**src/rtl/sfs_pkg.sv**
```systemverilog
// ----------------------------------------------------------------------------
// sfs_pkg
// Shared types and constants of the sprite frame sequencer.
// ----------------------------------------------------------------------------
package sfs_pkg;

  localparam int MAX_FRAMES  = 1024;
  localparam int FRAME_W     = 11;
  localparam int IDX_W       = 10;
  localparam int PERIOD_W    = 24;
  localparam int ELAPSED_W   = 16;
  localparam int CELLS_W     = 7;
  localparam int SHEET_W     = 13;
  localparam int POS_W       = 12;
  localparam int POS_MAX     = 4095;
  localparam int PRODX_W     = CELLS_W + SHEET_W;
  localparam int PRODY_W     = IDX_W + SHEET_W;

  localparam int CFG_IDX_W   = 3;
  localparam int CFG_DATA_W  = 24;

  localparam int QUEUE_DEPTH = 2;

  localparam int DIV_W       = 24;
  localparam int DIV_STEP    = 4;
  localparam int DIV_CYC     = DIV_W / DIV_STEP;
  localparam int DIV_CNT_W   = $clog2(DIV_CYC);

  typedef enum logic [CFG_IDX_W-1:0] {
    REG_FRAME_PERIOD = 3'd0,
    REG_LOOP_ENABLE  = 3'd1,
    REG_START_FRAME  = 3'd2,
    REG_END_FRAME    = 3'd3,
    REG_NUM_COLUMNS  = 3'd4,
    REG_NUM_ROWS     = 3'd5,
    REG_SHEET_WIDTH  = 3'd6,
    REG_SHEET_HEIGHT = 3'd7
  } cfg_reg_t;

  typedef struct packed {
    logic [ELAPSED_W-1:0] elapsed;
    logic                 restart;
  } in_item_t;

  typedef struct packed {
    logic [FRAME_W-1:0] frame_number;
    logic [POS_W-1:0]   src_x;
    logic [POS_W-1:0]   src_y;
    logic [SHEET_W-1:0] src_w;
    logic [SHEET_W-1:0] src_h;
  } out_item_t;

  // effective settings: frames clamped, cell counts never zero
  typedef struct packed {
    logic [PERIOD_W-1:0] frame_period;
    logic                loop_enable;
    logic [FRAME_W-1:0]  start_frame;
    logic [FRAME_W-1:0]  end_frame;
    logic [CELLS_W-1:0]  num_columns;
    logic [CELLS_W-1:0]  num_rows;
    logic [SHEET_W-1:0]  sheet_width;
    logic [SHEET_W-1:0]  sheet_height;
  } cfg_t;

endpackage

```
**src/rtl/sprite_frame_sequencer.sv**
```systemverilog
// ----------------------------------------------------------------------------
// sprite_frame_sequencer
// Steps a sprite-sheet animation per item and reports the current cell.
// ----------------------------------------------------------------------------
// Input items (elapsed ticks, restart) arrive on in_valid/in_stall/in_data;
// each yields one result item (frame number and sheet rectangle) on
// out_valid/out_stall/out_data. The timer stage queues the new frame number
// of each item it takes; in_stall rises only while the queue is full. The
// geometry unit runs five divisions on one shared divider that retires four
// quotient bits a cycle, one frame at a time: it pops the next frame only
// after the last result is registered. A result waits in the output register
// while out_stall is high; the timer keeps taking items until the queue
// fills. Settings are written on cfg_valid/cfg_ready/cfg_index/cfg_data,
// by the user only while the block is idle; the block does not enforce it.
// Reset: countdown zero, frame one, settings at their defaults.
// ----------------------------------------------------------------------------
module sprite_frame_sequencer
  import sfs_pkg::*;
#(
  parameter int QUEUE_DEPTH_P = QUEUE_DEPTH
)
(
  input  logic                  clk,
  input  logic                  rst_n,
  input  logic                  in_valid,
  output logic                  in_stall,
  input  in_item_t              in_data,
  output logic                  out_valid,
  input  logic                  out_stall,
  output out_item_t             out_data,
  input  logic                  cfg_valid,
  output logic                  cfg_ready,
  input  logic [CFG_IDX_W-1:0]  cfg_index,
  input  logic [CFG_DATA_W-1:0] cfg_data
);

  logic [PERIOD_W-1:0] period_r;
  logic                loop_r;
  logic [FRAME_W-1:0]  start_r, end_r;
  logic [CELLS_W-1:0]  cols_r, rows_r;
  logic [SHEET_W-1:0]  sw_r, sh_r;
  cfg_t                cfg;

  logic                q_push, q_pop, q_full, q_empty;
  logic [FRAME_W-1:0]  q_wdata, q_rdata;

  assign cfg_ready = 1'b1;

  always_ff @(posedge clk) begin
    if (!rst_n) begin
      period_r <= PERIOD_W'(100000);
      loop_r   <= 1'b1;
      start_r  <= FRAME_W'(1);
      end_r    <= FRAME_W'(1);
      cols_r   <= CELLS_W'(1);
      rows_r   <= CELLS_W'(1);
      sw_r     <= SHEET_W'(64);
      sh_r     <= SHEET_W'(64);
    end else if (cfg_valid && cfg_ready) begin
      case (cfg_reg_t'(cfg_index))
        REG_FRAME_PERIOD: period_r <= cfg_data[PERIOD_W-1:0];
        REG_LOOP_ENABLE:  loop_r   <= cfg_data[0];
        REG_START_FRAME:  start_r  <= cfg_data[FRAME_W-1:0];
        REG_END_FRAME:    end_r    <= cfg_data[FRAME_W-1:0];
        REG_NUM_COLUMNS:  cols_r   <= cfg_data[CELLS_W-1:0];
        REG_NUM_ROWS:     rows_r   <= cfg_data[CELLS_W-1:0];
        REG_SHEET_WIDTH:  sw_r     <= cfg_data[SHEET_W-1:0];
        REG_SHEET_HEIGHT: sh_r     <= cfg_data[SHEET_W-1:0];
        default: ;
      endcase
    end
  end

  always_comb begin
    cfg.frame_period = period_r;
    cfg.loop_enable  = loop_r;
    cfg.sheet_width  = sw_r;
    cfg.sheet_height = sh_r;
    cfg.num_columns  = (cols_r == '0) ? CELLS_W'(1) : cols_r;
    cfg.num_rows     = (rows_r == '0) ? CELLS_W'(1) : rows_r;
    if (start_r == '0) begin
      cfg.start_frame = FRAME_W'(1);
    end else if (start_r > FRAME_W'(MAX_FRAMES)) begin
      cfg.start_frame = FRAME_W'(MAX_FRAMES);
    end else begin
      cfg.start_frame = start_r;
    end
    if (end_r == '0) begin
      cfg.end_frame = FRAME_W'(1);
    end else if (end_r > FRAME_W'(MAX_FRAMES)) begin
      cfg.end_frame = FRAME_W'(MAX_FRAMES);
    end else begin
      cfg.end_frame = end_r;
    end
  end

  sfs_front u_front (
    .clk      (clk),
    .rst_n    (rst_n),
    .cfg      (cfg),
    .in_valid (in_valid),
    .in_stall (in_stall),
    .in_data  (in_data),
    .q_full   (q_full),
    .q_push   (q_push),
    .q_frame  (q_wdata)
  );

  sfs_queue #(
    .DEPTH (QUEUE_DEPTH_P)
  ) u_queue (
    .clk       (clk),
    .rst_n     (rst_n),
    .push      (q_push),
    .push_data (q_wdata),
    .pop       (q_pop),
    .pop_data  (q_rdata),
    .full      (q_full),
    .empty     (q_empty)
  );

  sfs_geom u_geom (
    .clk       (clk),
    .rst_n     (rst_n),
    .cfg       (cfg),
    .q_empty   (q_empty),
    .q_frame   (q_rdata),
    .q_pop     (q_pop),
    .out_valid (out_valid),
    .out_stall (out_stall),
    .out_data  (out_data)
  );

endmodule

```
**src/rtl/sfs_front.sv**
```systemverilog
// ----------------------------------------------------------------------------
// sfs_front
// Frame timer: takes items, steps the countdown and frame, queues the frame.
// ----------------------------------------------------------------------------
module sfs_front
  import sfs_pkg::*;
(
  input  logic               clk,
  input  logic               rst_n,
  input  cfg_t               cfg,
  input  logic               in_valid,
  output logic               in_stall,
  input  in_item_t           in_data,
  input  logic               q_full,
  output logic               q_push,
  output logic [FRAME_W-1:0] q_frame
);

  logic [PERIOD_W-1:0] countdown_r, countdown_nxt;
  logic [FRAME_W-1:0]  frame_r, frame_nxt;
  logic [FRAME_W-1:0]  frame_inc;
  logic [PERIOD_W-1:0] elapsed_ext;
  logic                accept;

  assign accept      = in_valid && !q_full;
  assign in_stall    = q_full;
  assign elapsed_ext = {{(PERIOD_W-ELAPSED_W){1'b0}}, in_data.elapsed};
  assign frame_inc   = frame_r + FRAME_W'(1);

  always_comb begin
    countdown_nxt = countdown_r - elapsed_ext;
    frame_nxt     = frame_r;
    if (in_data.restart) begin
      countdown_nxt = cfg.frame_period;
      frame_nxt     = cfg.start_frame;
    end else if (elapsed_ext >= countdown_r) begin
      countdown_nxt = cfg.frame_period;
      if (frame_inc > cfg.end_frame) begin
        frame_nxt = cfg.loop_enable ? cfg.start_frame : cfg.end_frame;
      end else begin
        frame_nxt = frame_inc;
      end
    end
  end

  always_ff @(posedge clk) begin
    if (!rst_n) begin
      countdown_r <= '0;
      frame_r     <= FRAME_W'(1);
    end else if (accept) begin
      countdown_r <= countdown_nxt;
      frame_r     <= frame_nxt;
    end
  end

  assign q_push  = accept;
  assign q_frame = frame_nxt;

endmodule

```
**src/rtl/sfs_queue.sv**
```systemverilog
// ----------------------------------------------------------------------------
// sfs_queue
// Short frame-number queue between the timer and the geometry unit.
// ----------------------------------------------------------------------------
module sfs_queue
  import sfs_pkg::*;
#(
  parameter int DEPTH = QUEUE_DEPTH
)
(
  input  logic               clk,
  input  logic               rst_n,
  input  logic               push,
  input  logic [FRAME_W-1:0] push_data,
  input  logic               pop,
  output logic [FRAME_W-1:0] pop_data,
  output logic               full,
  output logic               empty
);

  localparam int AW = (DEPTH > 1) ? $clog2(DEPTH) : 1;
  localparam int CW = $clog2(DEPTH + 1);

  logic [FRAME_W-1:0] mem [DEPTH];
  logic [AW-1:0]      wr_ptr_r, rd_ptr_r;
  logic [CW-1:0]      count_r;

  assign full     = (count_r == CW'(DEPTH));
  assign empty    = (count_r == '0);
  assign pop_data = mem[rd_ptr_r];

  always_ff @(posedge clk) begin
    if (push) begin
      mem[wr_ptr_r] <= push_data;
    end
  end

  always_ff @(posedge clk) begin
    if (!rst_n) begin
      wr_ptr_r <= '0;
      rd_ptr_r <= '0;
      count_r  <= '0;
    end else begin
      if (push) begin
        wr_ptr_r <= (wr_ptr_r == AW'(DEPTH - 1)) ? '0 : wr_ptr_r + AW'(1);
      end
      if (pop) begin
        rd_ptr_r <= (rd_ptr_r == AW'(DEPTH - 1)) ? '0 : rd_ptr_r + AW'(1);
      end
      if (push && !pop) begin
        count_r <= count_r + CW'(1);
      end else if (pop && !push) begin
        count_r <= count_r - CW'(1);
      end
    end
  end

endmodule

```
**src/rtl/sfs_div.sv**
```systemverilog
// ----------------------------------------------------------------------------
// sfs_div
// Restoring divider, several quotient bits per cycle.
// ----------------------------------------------------------------------------
module sfs_div
  import sfs_pkg::*;
(
  input  logic               clk,
  input  logic               rst_n,
  input  logic               start,
  input  logic [DIV_W-1:0]   dividend,
  input  logic [CELLS_W-1:0] divisor,
  output logic               done,
  output logic [DIV_W-1:0]   quotient,
  output logic [CELLS_W-1:0] remainder
);

  logic                 busy_r;
  logic                 done_r;
  logic [DIV_CNT_W-1:0] cnt_r;
  logic [DIV_W-1:0]     num_r, num_nxt;
  logic [CELLS_W-1:0]   rem_r, rem_nxt;
  logic [CELLS_W-1:0]   div_r;

  always_comb begin
    logic [CELLS_W:0] t;
    num_nxt = num_r;
    rem_nxt = rem_r;
    t       = '0;
    for (int i = 0; i < DIV_STEP; i++) begin
      t       = {rem_nxt, num_nxt[DIV_W-1]};
      num_nxt = {num_nxt[DIV_W-2:0], 1'b0};
      if (t >= {1'b0, div_r}) begin
        rem_nxt    = CELLS_W'(t - {1'b0, div_r});
        num_nxt[0] = 1'b1;
      end else begin
        rem_nxt = t[CELLS_W-1:0];
      end
    end
  end

  always_ff @(posedge clk) begin
    if (start) begin
      num_r <= dividend;
      rem_r <= '0;
      div_r <= divisor;
    end else if (busy_r) begin
      num_r <= num_nxt;
      rem_r <= rem_nxt;
    end
  end

  always_ff @(posedge clk) begin
    if (!rst_n) begin
      busy_r <= 1'b0;
      done_r <= 1'b0;
      cnt_r  <= '0;
    end else begin
      done_r <= 1'b0;
      if (start) begin
        busy_r <= 1'b1;
        cnt_r  <= '0;
      end else if (busy_r) begin
        cnt_r <= cnt_r + DIV_CNT_W'(1);
        if (cnt_r == DIV_CNT_W'(DIV_CYC - 1)) begin
          busy_r <= 1'b0;
          done_r <= 1'b1;
        end
      end
    end
  end

  assign done      = done_r;
  assign quotient  = num_r;
  assign remainder = rem_r;

endmodule

```
**src/rtl/sfs_geom.sv**
```systemverilog
// ----------------------------------------------------------------------------
// sfs_geom
// Cell geometry: frame to sheet rectangle over a shared divider, output reg.
// ----------------------------------------------------------------------------
module sfs_geom
  import sfs_pkg::*;
(
  input  logic               clk,
  input  logic               rst_n,
  input  cfg_t               cfg,
  input  logic               q_empty,
  input  logic [FRAME_W-1:0] q_frame,
  output logic               q_pop,
  output logic               out_valid,
  input  logic               out_stall,
  output out_item_t          out_data
);

  typedef enum logic [7:0] {
    S_IDLE = 8'b0000_0001,
    S_COL  = 8'b0000_0010,
    S_W    = 8'b0000_0100,
    S_H    = 8'b0000_1000,
    S_MUL  = 8'b0001_0000,
    S_X    = 8'b0010_0000,
    S_Y    = 8'b0100_0000,
    S_OUT  = 8'b1000_0000
  } geom_state_t;

  geom_state_t        state_r, state_nxt;
  logic [FRAME_W-1:0] frame_r;
  logic [CELLS_W-1:0] col_r;
  logic [IDX_W-1:0]   row_r;
  logic [SHEET_W-1:0] w_r, h_r;
  logic [POS_W-1:0]   x_r;
  logic [POS_W-1:0]   y_r;
  logic [PRODX_W-1:0] prodx_r;
  logic [PRODY_W-1:0] prody_r;
  logic               out_valid_r;
  out_item_t          out_data_r;

  logic               div_start;
  logic [DIV_W-1:0]   div_a;
  logic [CELLS_W-1:0] div_b;
  logic               div_done;
  logic [DIV_W-1:0]   div_q;
  logic [CELLS_W-1:0] div_r;
  logic [POS_W-1:0]   q_sat;
  logic [FRAME_W-1:0] idx_full;
  logic               out_free;

  sfs_div u_div (
    .clk       (clk),
    .rst_n     (rst_n),
    .start     (div_start),
    .dividend  (div_a),
    .divisor   (div_b),
    .done      (div_done),
    .quotient  (div_q),
    .remainder (div_r)
  );

  assign idx_full = q_frame - FRAME_W'(1);
  assign q_sat    = (div_q > DIV_W'(POS_MAX)) ? POS_W'(POS_MAX) : div_q[POS_W-1:0];
  assign out_free = !out_valid_r || !out_stall;

  always_comb begin
    state_nxt = state_r;
    q_pop     = 1'b0;
    div_start = 1'b0;
    div_a     = '0;
    div_b     = cfg.num_columns;
    case (state_r)
      S_IDLE: begin
        if (!q_empty) begin
          q_pop     = 1'b1;
          div_start = 1'b1;
          div_a     = {{(DIV_W-IDX_W){1'b0}}, idx_full[IDX_W-1:0]};
          state_nxt = S_COL;
        end
      end
      S_COL: begin
        if (div_done) begin
          div_start = 1'b1;
          div_a     = {{(DIV_W-SHEET_W){1'b0}}, cfg.sheet_width};
          state_nxt = S_W;
        end
      end
      S_W: begin
        if (div_done) begin
          div_start = 1'b1;
          div_a     = {{(DIV_W-SHEET_W){1'b0}}, cfg.sheet_height};
          div_b     = cfg.num_rows;
          state_nxt = S_H;
        end
      end
      S_H: begin
        if (div_done) begin
          state_nxt = S_MUL;
        end
      end
      S_MUL: begin
        div_start = 1'b1;
        div_a     = {{(DIV_W-PRODX_W){1'b0}}, prodx_r};
        state_nxt = S_X;
      end
      S_X: begin
        if (div_done) begin
          div_start = 1'b1;
          div_a     = {{(DIV_W-PRODY_W){1'b0}}, prody_r};
          div_b     = cfg.num_rows;
          state_nxt = S_Y;
        end
      end
      S_Y: begin
        if (div_done) begin
          state_nxt = S_OUT;
        end
      end
      S_OUT: begin
        if (out_free) begin
          state_nxt = S_IDLE;
        end
      end
      default: state_nxt = S_IDLE;
    endcase
  end

  always_ff @(posedge clk) begin
    if (q_pop) begin
      frame_r <= q_frame;
    end
    if (state_r == S_COL && div_done) begin
      col_r <= div_r;
      row_r <= div_q[IDX_W-1:0];
    end
    if (state_r == S_W && div_done) begin
      w_r <= div_q[SHEET_W-1:0];
    end
    if (state_r == S_H && div_done) begin
      h_r     <= div_q[SHEET_W-1:0];
      prodx_r <= PRODX_W'(col_r * cfg.sheet_width);
      prody_r <= PRODY_W'(row_r * cfg.sheet_height);
    end
    if (state_r == S_X && div_done) begin
      x_r <= q_sat;
    end
    if (state_r == S_Y && div_done) begin
      y_r <= q_sat;
    end
    if (state_r == S_OUT && out_free) begin
      out_data_r.frame_number <= frame_r;
      out_data_r.src_x        <= x_r;
      out_data_r.src_y        <= y_r;
      out_data_r.src_w        <= w_r;
      out_data_r.src_h        <= h_r;
    end
  end

  always_ff @(posedge clk) begin
    if (!rst_n) begin
      state_r     <= S_IDLE;
      out_valid_r <= 1'b0;
    end else begin
      state_r <= state_nxt;
      if (state_r == S_OUT && out_free) begin
        out_valid_r <= 1'b1;
      end else if (!out_stall) begin
        out_valid_r <= 1'b0;
      end
    end
  end

  assign out_valid = out_valid_r;
  assign out_data  = out_data_r;

endmodule

```
**config.mk**
```make
export PLATFORM = sky130hd
export DESIGN_NAME = sprite_frame_sequencer
export DESIGN_NICKNAME = d
export VERILOG_FILES = /design/src/rtl/sfs_pkg.sv /design/src/rtl/sprite_frame_sequencer.sv /design/src/rtl/sfs_front.sv /design/src/rtl/sfs_queue.sv /design/src/rtl/sfs_div.sv /design/src/rtl/sfs_geom.sv
export SDC_FILE = /design/constraint.sdc
export NUM_CORES = 1
export LEC_CHECK = 0
export BUFFER_PORTS_ARGS = -buffer_cell sky130_fd_sc_hd__clkbuf_2
export CAP_MARGIN = 10
export CORE_UTILIZATION = 40
export CTS_CLUSTER_SIZE = 12
export DETAILED_ROUTE_END_ITERATION = 10
export PLACE_DENSITY = 0.66
export SYNTH_ARGS = -nofsm -noshare
export SYNTH_HDL_FRONTEND = slang
export SYNTH_HIERARCHICAL = 1
export SYNTH_SLANG_ARGS = --single-unit
```
**constraint.sdc**
```tcl
create_clock -name clk -period 19.53 [get_ports clk]
set_clock_uncertainty 0.15 [all_clocks]
set_input_delay 1.953 -clock clk [delete_from_list [all_inputs] [get_ports clk]]
set_output_delay 1.953 -clock clk [all_outputs]
set_load 0.02 [all_outputs]
```
-- Word level (Yosys, flattened, before mapping)
Memories as Yosys holds them, arrays and structs flattened. A register that Yosys moved wholly into a read port is not among the register bits.
Cells that the tools add are included.
- reduce and logical (&&, ||, !) cells: 36
- multipliers: 2
- $lt $le $gt $ge: 9
- add/sub/neg operators: 12
- eq/ne operators: 25
- mux-type cells: 56
- bitwise logic cells: 2
- operator list (operator ; number):
    24-bit one-hot mux with 5 select lines ; 1
    24-bit 2-to-1 mux ; 4
    11-bit 2-to-1 mux ; 8
    8-bit one-hot mux with 8 select lines ; 1
    7-bit 2-to-1 mux ; 8
    8-bit 2-to-1 mux ; 7
    8-bit by 7-bit >= comparator with 1-bit output ; 4
    7-bit subtractor ; 4
    13-bit 2-to-1 mux ; 2
    16-bit by 24-bit >= comparator with 1-bit output ; 1
    24-bit by 12-bit > comparator with 1-bit output (second input constant) ; 1
    24-bit by 16-bit subtractor with 24-bit output ; 1
    10-bit by 13-bit multiplier with 23-bit output ; 1
    23-bit 2-to-1 mux ; 1
    11-bit > comparator (second input constant) ; 2
    11-bit zero test ; 2
    7-bit by 13-bit multiplier with 20-bit output ; 1
    1-bit 2-to-1 mux ; 19
    2-bit AND reduction ; 8
    3-bit == test (second input constant) ; 5
    7-bit zero test ; 2
    12-bit 2-to-1 mux ; 1
    2-bit != test (second input constant) ; 6
    11-bit by 1-bit adder with 11-bit output (second input constant) ; 1
    31 further kinds ; 51
- register bits: 360
- memories: 1
- output and inout bits: 64
- logic and storage cells: 178
- input bits: 49
- bits in writable memories: 22
- memory list (memory ; depth ; bits a word ; read ports ; clocked after Yosys merged registers in ; wr ports ; RTL line ; text):
    u_queue.mem ; 2 ; 11 ; 1 ; 1 ; 1 ; sfs_queue.sv:24 ; logic [FRAME_W-1:0] mem [DEPTH];

-- Logic depth before layout (Yosys ltp)
Gate-level depths: netlist of the first run.
- word-level depth: 10
- mapped depth: 35
- depth with buffers taken out: 34

-- Hierarchy
Netlist of the first run, hierarchy kept.
- by module, submodules not included (module ; sequential area each (µm²) ; cells an instance ; instances ; area an instance (µm²)):
    sfs_geom ; 5645.4 ; 1180 ; 1 ; 13661.9
    sprite_frame_sequencer ; 1741.7 ; 427 ; 1 ; 3593.4
    sfs_front ; 700.7 ; 490 ; 1 ; 3514.6
    sfs_div ; 1171.1 ; 328 ; 1 ; 3373.2
    sfs_queue ; 760.7 ; 56 ; 1 ; 1008.5

-- Least setup slack after synthesis of the first run
Ideal clock, no wire load.
- kind: reg2reg
- start point: register u_geom.u_div.div_r[1]
- end point: register u_geom.u_div.num_r[0], in the netlist u_geom/u_div/quotient[0] (data pin)
- stages on the path, launching flop included: 33
- arrival time: 7.403 ns
- setup time: 0.269 ns
- slack: 11.708 ns
- period minus slack after synthesis: 7.822 ns
- data required time: 19.111 ns
- buffers on the path: 2
- path through: edfxtp_1 inv_1 fa_1 a211oi_2 o21ai_2 a41o_1 buf_2 mux2_2 ha_1 nor2b_4 o31a_1 o31a_1 a211oi_4 nand2_1 mux2i_1 ha_1 nor2b_1 o31a_1 o31a_1 a2111oi_2 and4_1 o211ai_1 and2_1 ha_1 nor2b_1 o21ai_1 a21boi_0 o21ai_1 nand3b_1 a21oi_1 and3_4 buf_6 mux2i_1
- longest elaborated chain between the ends: 10
- elaborated cells on any way between the ends: 13
- classes of those cells: add/sub: 3; order compare: 4; mux: 6
- RTL lines (element ; RTL line ; text):
    from (decl) ; sfs_div.sv:23 ; logic [CELLS_W-1:0] div_r;
    from (signal assigned) ; sfs_div.sv:46 ; div_r <= divisor;
    7-bit subtractor or 8-bit by 7-bit >= comparator with 1-bit output (tied branches) ; sfs_div.sv:34, sfs_div.sv:33 ;
    7-bit 2-to-1 mux ; sfs_div.sv:33 ; if (t >= {1'b0, div_r}) begin
    7-bit subtractor or 8-bit by 7-bit >= comparator with 1-bit output (tied branches) ; sfs_div.sv:34, sfs_div.sv:33 ;
    7-bit 2-to-1 mux ; sfs_div.sv:33 ;
    7-bit subtractor or 8-bit by 7-bit >= comparator with 1-bit output (tied branches) ; sfs_div.sv:34, sfs_div.sv:33 ;
    7-bit 2-to-1 mux ; sfs_div.sv:33 ;
    8-bit by 7-bit >= comparator with 1-bit output * ; sfs_div.sv:33 ;
    1-bit 2-to-1 mux * ; sfs_div.sv:33 ;
    24-bit 2-to-1 mux * ; sfs_div.sv:47 ; end else if (busy_r) begin
    24-bit 2-to-1 mux * ; sfs_div.sv:43 ; if (start) begin
    to (signal assigned) ; sfs_div.sv:44 ; num_r <= dividend;
    to (signal assigned) ; sfs_div.sv:48 ; num_r <= num_nxt;
    to (decl) ; sfs_div.sv:21 ; logic [DIV_W-1:0] num_r, num_nxt;
Mark *: on every way between the ends. The rest lies on a longest branch, timed or not. The select of a mux whose other input is x is not followed.
A chain may end at the register's enable or synchronous reset.

-- Worst setup path in the final report of the first run
Same ends and word-level chain as after synthesis.

==> results of run 1 <==
-- final cells by class --
| class | count | area share (%) |
|---|---|---|
| flip-flops and latches | 383 | 36.1 |
| repair buffers | 124 | 2.37 |
| clock inverters | 17 | 0.892 |
| clock buffers | 65 | 4.41 |
| inverters | 230 | 3.11 |
| multi-input cells | 1738 | 49.4 |
| well taps | 837 | 3.77 |
-- logic make-up (layout without fill, tap and decap cells) --
kind of cell / Yosys count / count (layout) / synth area share (%)
simple gates: 833 / 833 / 16.3
compound gates: 444 / 444 / 12.6
flops: 383 / 383 / 39.8
buf+inv: 360 / 436 / 5.77
fa+ha+maj: 301 / 301 / 19.3
mux: 80 / 80 / 3.46
xor+xnor: 78 / 78 / 2.72
other cells: 2 / 2 / 0.0299
-- registers in the layout (all words and copies together) (netlist names), 13 cells and up, named ones only --
signal,flops
u_geom/out_data,61
u_geom/u_div/quotient,24
u_geom/h_r,13
u_queue/mem,22
sw_r,13
sh_r,13
u_geom/w_r,13
period_r,24
u_front/countdown_r,24
u_geom/prodx_r,20
u_geom/prody_r,23
-- metrics by stage --
step	setup slack (ns)	hold WS [ns]	power [µW]	util, %	cells
floorplan	11.71	0.250	3080	-	2481
global placement	10.36	0.252	3630	42.4	3311
detailed placement	10.36	0.255	3640	42.4	3311
CTS	10.32	0.263	4490	44.8	3393
global route	9.71	0.269	4820	44.8	3394
finish	10.28	0.260	4480	44.8	3394
-- where the power goes --
group          leakage, µW  switching [µW]  internal [µW]  total (µW)
Clock             0.000712             339            494         833
Combinational      0.00763            1520           1030        2540
Sequential         0.00350             102           1000        1110
Total               0.0118            1960           2530        4480
-- per-layer routing --
layer	wire length, µm	track usage [%]
met1	28300	26.6
met2	30000	33.7
met3	3340	2.95
met4	1510	5.80
met5	0	0
-- worst max-delay path: cells and delay by family (launching register included) --
kind                     cells  cell delay, ns
adder cells (fa/ha/maj)      4            1.57
AO/OA/AOI/OAI               14            4.35
flip-flops                   1            0.52
AND/OR/NAND/NOR              7            1.33
multiplexers                 3            0.74
buffers and inverters        2            0.31
-- cells in the mapped netlist, drive strengths merged, types with 69 or more instances --
cell	instances	share of area [%]
o21ai	80	1.6
dfxtp	148	12
a21boi	69	2.1
nand2	398	5.9
ha	156	7.8
fa	145	12
inv	228	3.4
nor2	84	1.3
a21oi	81	1.6
clkbuf	85	1.3
and2	110	2.7
edfxtp	235	28
-- placed cells by master, fill, tap and decap left out, types with 15 or more instances in the layout --
cell type / instances
dfxtp_1: 148
o21ai_0: 73
clkbuf_16: 45
a211oi_1: 23
mux2i_1: 24
clkbuf_1: 17
clkbuf_2: 110
and3_1: 16
a21oi_1: 79
a31oi_1: 19
a21boi_1: 49
nand3_1: 42
a21boi_0: 20
mux2_2: 55
xor2_1: 31
xnor2_1: 47
inv_1: 228
o21a_1: 15
nor2b_1: 49
nor2_1: 83
edfxtp_1: 235
a21o_1: 28
fa_1: 145
and2_1: 109
ha_1: 156
nand4_1: 19
nor3_1: 19
nand2_1: 397
-- worst min path at each step --
stage	to	slack [ns]	startpoint	depth (start not counted)
after floorplan	u_geom/out_data[0]$_DFFE_PP_	0.25	u_geom/h_r[0]$_DFFE_PP_	0
after global placement	u_geom/out_data[37]$_DFFE_PP_	0.25	u_geom/y_r[11]$_DFFE_PP_	0
after detailed placement	u_geom/out_data[18]$_DFFE_PP_	0.25	u_geom/w_r[5]$_DFFE_PP_	0
after CTS	u_geom/out_data[37]$_DFFE_PP_	0.26	u_geom/y_r[11]$_DFFE_PP_	0
after global routing	u_geom/out_data[37]$_DFFE_PP_	0.27	u_geom/y_r[11]$_DFFE_PP_	0
final	u_geom/out_data[37]$_DFFE_PP_	0.26	u_geom/y_r[11]$_DFFE_PP_	0
==> impl_metrics.tcl, run 1 <==
set metrics [dict create \
    grt_max_degree 64 \
    period_share_pct 47.4 \
    worstSetupStartpointType "flip-flop" \
    max_stage_delay_ns 0.53 \
    timing.rr.start "u_geom/u_div/div_r[1]$_DFFE_PP_" \
    worstPathArrival_ns 9.42 \
    clock_latency_ns 0.59 \
    fin_setup_tns_ns 0 \
    synth-seq-cells 383 \
    rrSetupSlack_ns 10.28 \
    cts_hold_buffers 0 \
    vias 18157 \
    crit_required_ns 19.71 \
    dieWidth_um 253 \
    core_area_um2 61900 \
    synth_warnings 6 \
    fmax_ghz 0.108 \
    grt_pass1_wl_mm 100 \
    overflow 0 \
    grt_use_total_pct 20.0 \
    path_class "flip-flop to flip-flop" \
    io_pins 113 \
    ys_seq_area_share_pct 39.8 \
    rr_endpoint "u_geom/u_div/quotient[0]$_DFFE_PP_" \
    synthFlopType "edfxtp_1" \
    ir_worst_vdd_v 0.000251 \
    drive_above_1_share_pct 11.6 \
    diodes 0 \
    synth_area_um2 25200 \
    area_growth_pct 10.4 \
    initial_utilization_pct 40.6 \
    synth-edff-count 235 \
    cts.clk_slew.worst_paths_ns 0.06 \
    wl_per_cell_um 18.6 \
    dieArea_um2 63900 \
    die_h_um 253 \
    cts_buffers 44 \
    maxCapViolations 0 \
    post_cts_buffers 0 \
    port_buffers 111 \
    design_area_um2 27800 \
    cts.sinks 383 \
    hp-class "flip-flop to flip-flop" \
    final_nets 2871 \
    report.final.slew_viol_count 0 \
    cts_resized 0 \
    detail-route-antenna-nets 0 \
    synth_fp_nets 2831 \
    clk_path_buf_depth 3 \
    async_flop_share_pct 0 \
    fin_crit_ns 9.25 \
    hpwlAfterDp_mm 46.8 \
    grt_pass1_vias 18460 \
    antenna_found_initial 2 \
    powerDensity_nw_per_um2 161 \
    gp_congestion 0.917 \
    synthCells 2481 \
    register_area_um2 10000 \
    crit_path_top_delay_cell "a21oi_1" \
    crit_top_cell "o31a_1" \
    multi_input_area_um2 13700 \
    h-tree-depth 2 \
    reg2regPathDepth 30 \
    power.leakage_uw 0.0118 \
    dpl-instance-area_um2 26300 \
    rows 91 \
    drc 0 \
    worstSetupStartpoint "u_geom/u_div/div_r[1]$_DFFE_PP_" \
    rsz0062_at_grt "false" \
    syn_area_per_cell_um2 10.1 \
    critPathCaptureType "flip-flop" \
    synthDistinctLibCells 105 \
    initialDrtViolationCount 1360 \
    setup.worst_path.end "u_geom/u_div/quotient[0]$_DFFE_PP_" \
    cts_tree "yes" \
    root_buffer "clkbuf_16" \
    routed_wl_mm 63.1 \
    status "complete, no violations" \
    path_max_fanout 10 \
    setup_violations 0 \
    drt_first_pass_iters 8 \
    viasPerCell 5.35 \
    slew_headroom_pct 25.3 \
    tightestPinTransition_ns 1.12 \
    nFillCells 5885 \
    hold_viol 0 \
]
Power figures use the tool's default switching activity.
==> inputs of run 2 (changes only) <==
PLACE_DENSITY = 0.68   (was 0.66)
clock period = 8.4 ns   (was 19.53 ns; I/O delays follow)
==> impl_metrics.tcl, run 2 (synthesis gave the netlist of run 1 again) <==
set metrics [dict create \
    status "complete, no violations" \
    multi_input_area_um2 13800 \
    viasPerCell 5.39 \
    fmax_ghz 0.126 \
    grt_max_degree 109 \
    diodes 0 \
    path_max_fanout 10 \
    seqPwrFrac_pct 23.6 \
    final_nets 2888 \
    grt_use_total_pct 19.8 \
    initialDrtViolationCount 1324 \
    core_area_um2 61900 \
    gp_congestion 0.924 \
    hpwlAfterDp_mm 46.6 \
    slew_headroom_pct 29.6 \
    cts_buffers 44 \
    initial_utilization_pct 40.6 \
    hold_viol 0 \
    powerDensity_nw_per_um2 391 \
    worstSetupStartpointType "flip-flop" \
    critPathCaptureType "flip-flop" \
    antenna_found_initial 0 \
    period_share_pct 94.2 \
    dieWidth_um 253 \
    grt_pass1_vias 18438 \
    register_area_um2 10000 \
    rows 91 \
    hp-class "flip-flop to flip-flop" \
    area_growth_pct 10.9 \
    p_clk_share_pct 17.1 \
    cts_tree "yes" \
    setup_violations 0 \
    crit_required_ns 8.72 \
    cts_hold_buffers 0 \
    internal_power_uw 6230 \
    drc 0 \
    combPwrFrac_pct 59.3 \
    cts.sinks 383 \
    crit_path_top_delay_cell "edfxtp_1" \
    routed_wl_mm 63.3 \
    final_cell_mix "396 x nand2_1, 235 x edfxtp_1, 228 x inv_1" \
    grt_pass1_wl_mm 99.9 \
    port_buffers 111 \
    drive_above_1_share_pct 12.5 \
    report.final.slew_viol_count 0 \
    path_class "flip-flop to flip-flop" \
    fin_setup_tns_ns 0 \
    power.leakage_uw 0.0118 \
    max_stage_delay_ns 0.42 \
    dieArea_um2 63900 \
    pre_cts_slack_ns 0.0884 \
    die_h_um 253 \
    overflow 0 \
    detail-route-antenna-nets 0 \
    switchingPower_uw 4680 \
    ir_worst_vdd_v 0.000536 \
    vias 18358 \
    layout_commonest_cell "nand2_1" \
    worst_slack_ns 0.489 \
    cts.clk_slew.worst_paths_ns 0.06 \
    wl_per_cell_um 18.6 \
    h-tree-depth 2 \
    fin_crit_ns 7.91 \
    swShare_pct 42.9 \
    maxCapViolations 0 \
    worstPathArrival_ns 8.23 \
    largest_reg_flops 61 \
    tightestPinTransition_ns 1.04 \
    clock_latency_ns 0.58 \
    drt_first_pass_iters 7 \
    root_buffer "clkbuf_16" \
    io_pins 113 \
    nFillCells 5831 \
    clk_path_buf_depth 3 \
]
-- run 2: final timing paths --
check,startpoint,end,slack (ns),cells after the start
setup / recovery,u_geom/u_div/quotient[23]$_DFFE_PP_,u_geom/u_div/remainder[5]$_SDFFE_PP0P_,0.49,33
hold / removal,u_geom/w_r[0]$_DFFE_PP_,u_geom/out_data[13]$_DFFE_PP_,0.26,0
setup reg to reg,u_geom/u_div/quotient[23]$_DFFE_PP_,u_geom/u_div/remainder[5]$_SDFFE_PP0P_,0.49,33
hold reg to reg,u_geom/w_r[0]$_DFFE_PP_,u_geom/out_data[13]$_DFFE_PP_,0.26,0
-- run 2: final cells by class --
class | count | area share, %
clock buffers | 56 | 4.33
well taps | 837 | 3.76
flip-flops and latches | 383 | 35.9
clock inverters | 19 | 0.669
inverters | 230 | 3.10
repair buffers | 141 | 2.84
multi-input cells | 1738 | 49.4
-- run 2: worst max-delay path: cells and delay by family (launching register included) --
family	cells	cell delay, ns
AND/OR/NAND/NOR	7	1.14
AO/OA/AOI/OAI	16	3.63
multiplexers	2	0.56
buffers and inverters	3	0.32
adder cells (fa/ha/maj)	5	1.56
flip-flops	1	0.42
-- run 2: stage by stage --
stage | utilization, % | total power, µW | hold slack (ns) | cells | cell area, µm²
after global routing | 45.0 | 11700 | 0.272 | 3404 | 27900
after detailed placement | 42.6 | 8660 | 0.255 | 3324 | 26400
final | 45.0 | 10900 | 0.262 | 3404 | 27900
after floorplan | - | 7170 | 0.250 | 2481 | 25200
after CTS | 44.9 | 10600 | 0.262 | 3399 | 27800
after global placement | 42.6 | 8590 | 0.250 | 3324 | 26400
-- run 2: power by group through the flow --
stage	registers (µW)	logic [µW]	clock network [µW]
after floorplan	2470	4700	0
after global placement	2600	6000	0
after detailed placement	2610	6060	0
after CTS	2570	6100	1920
after global routing	2600	7140	1980
final	2570	6470	1870
-- run 2: metal layers --
metal | wire [µm] | global-route usage (%) | share of wire (%) | vias up
li1 | - | - | - | 8663
met1 | 27700 | 26.2 | 44 | 9075
met2 | 30000 | 33.1 | 47 | 527
met3 | 3980 | 3.22 | 6.3 | 93
met4 | 1600 | 5.96 | 2.5 | 0
met5 | 0 | 0 | 0 | -
-- run 2: what timing repair did --
item	4_1_cts	5_1_grt
gates resized for setup	0	13
endpoints found under the setup margin	0	8
buffers inserted	0	4
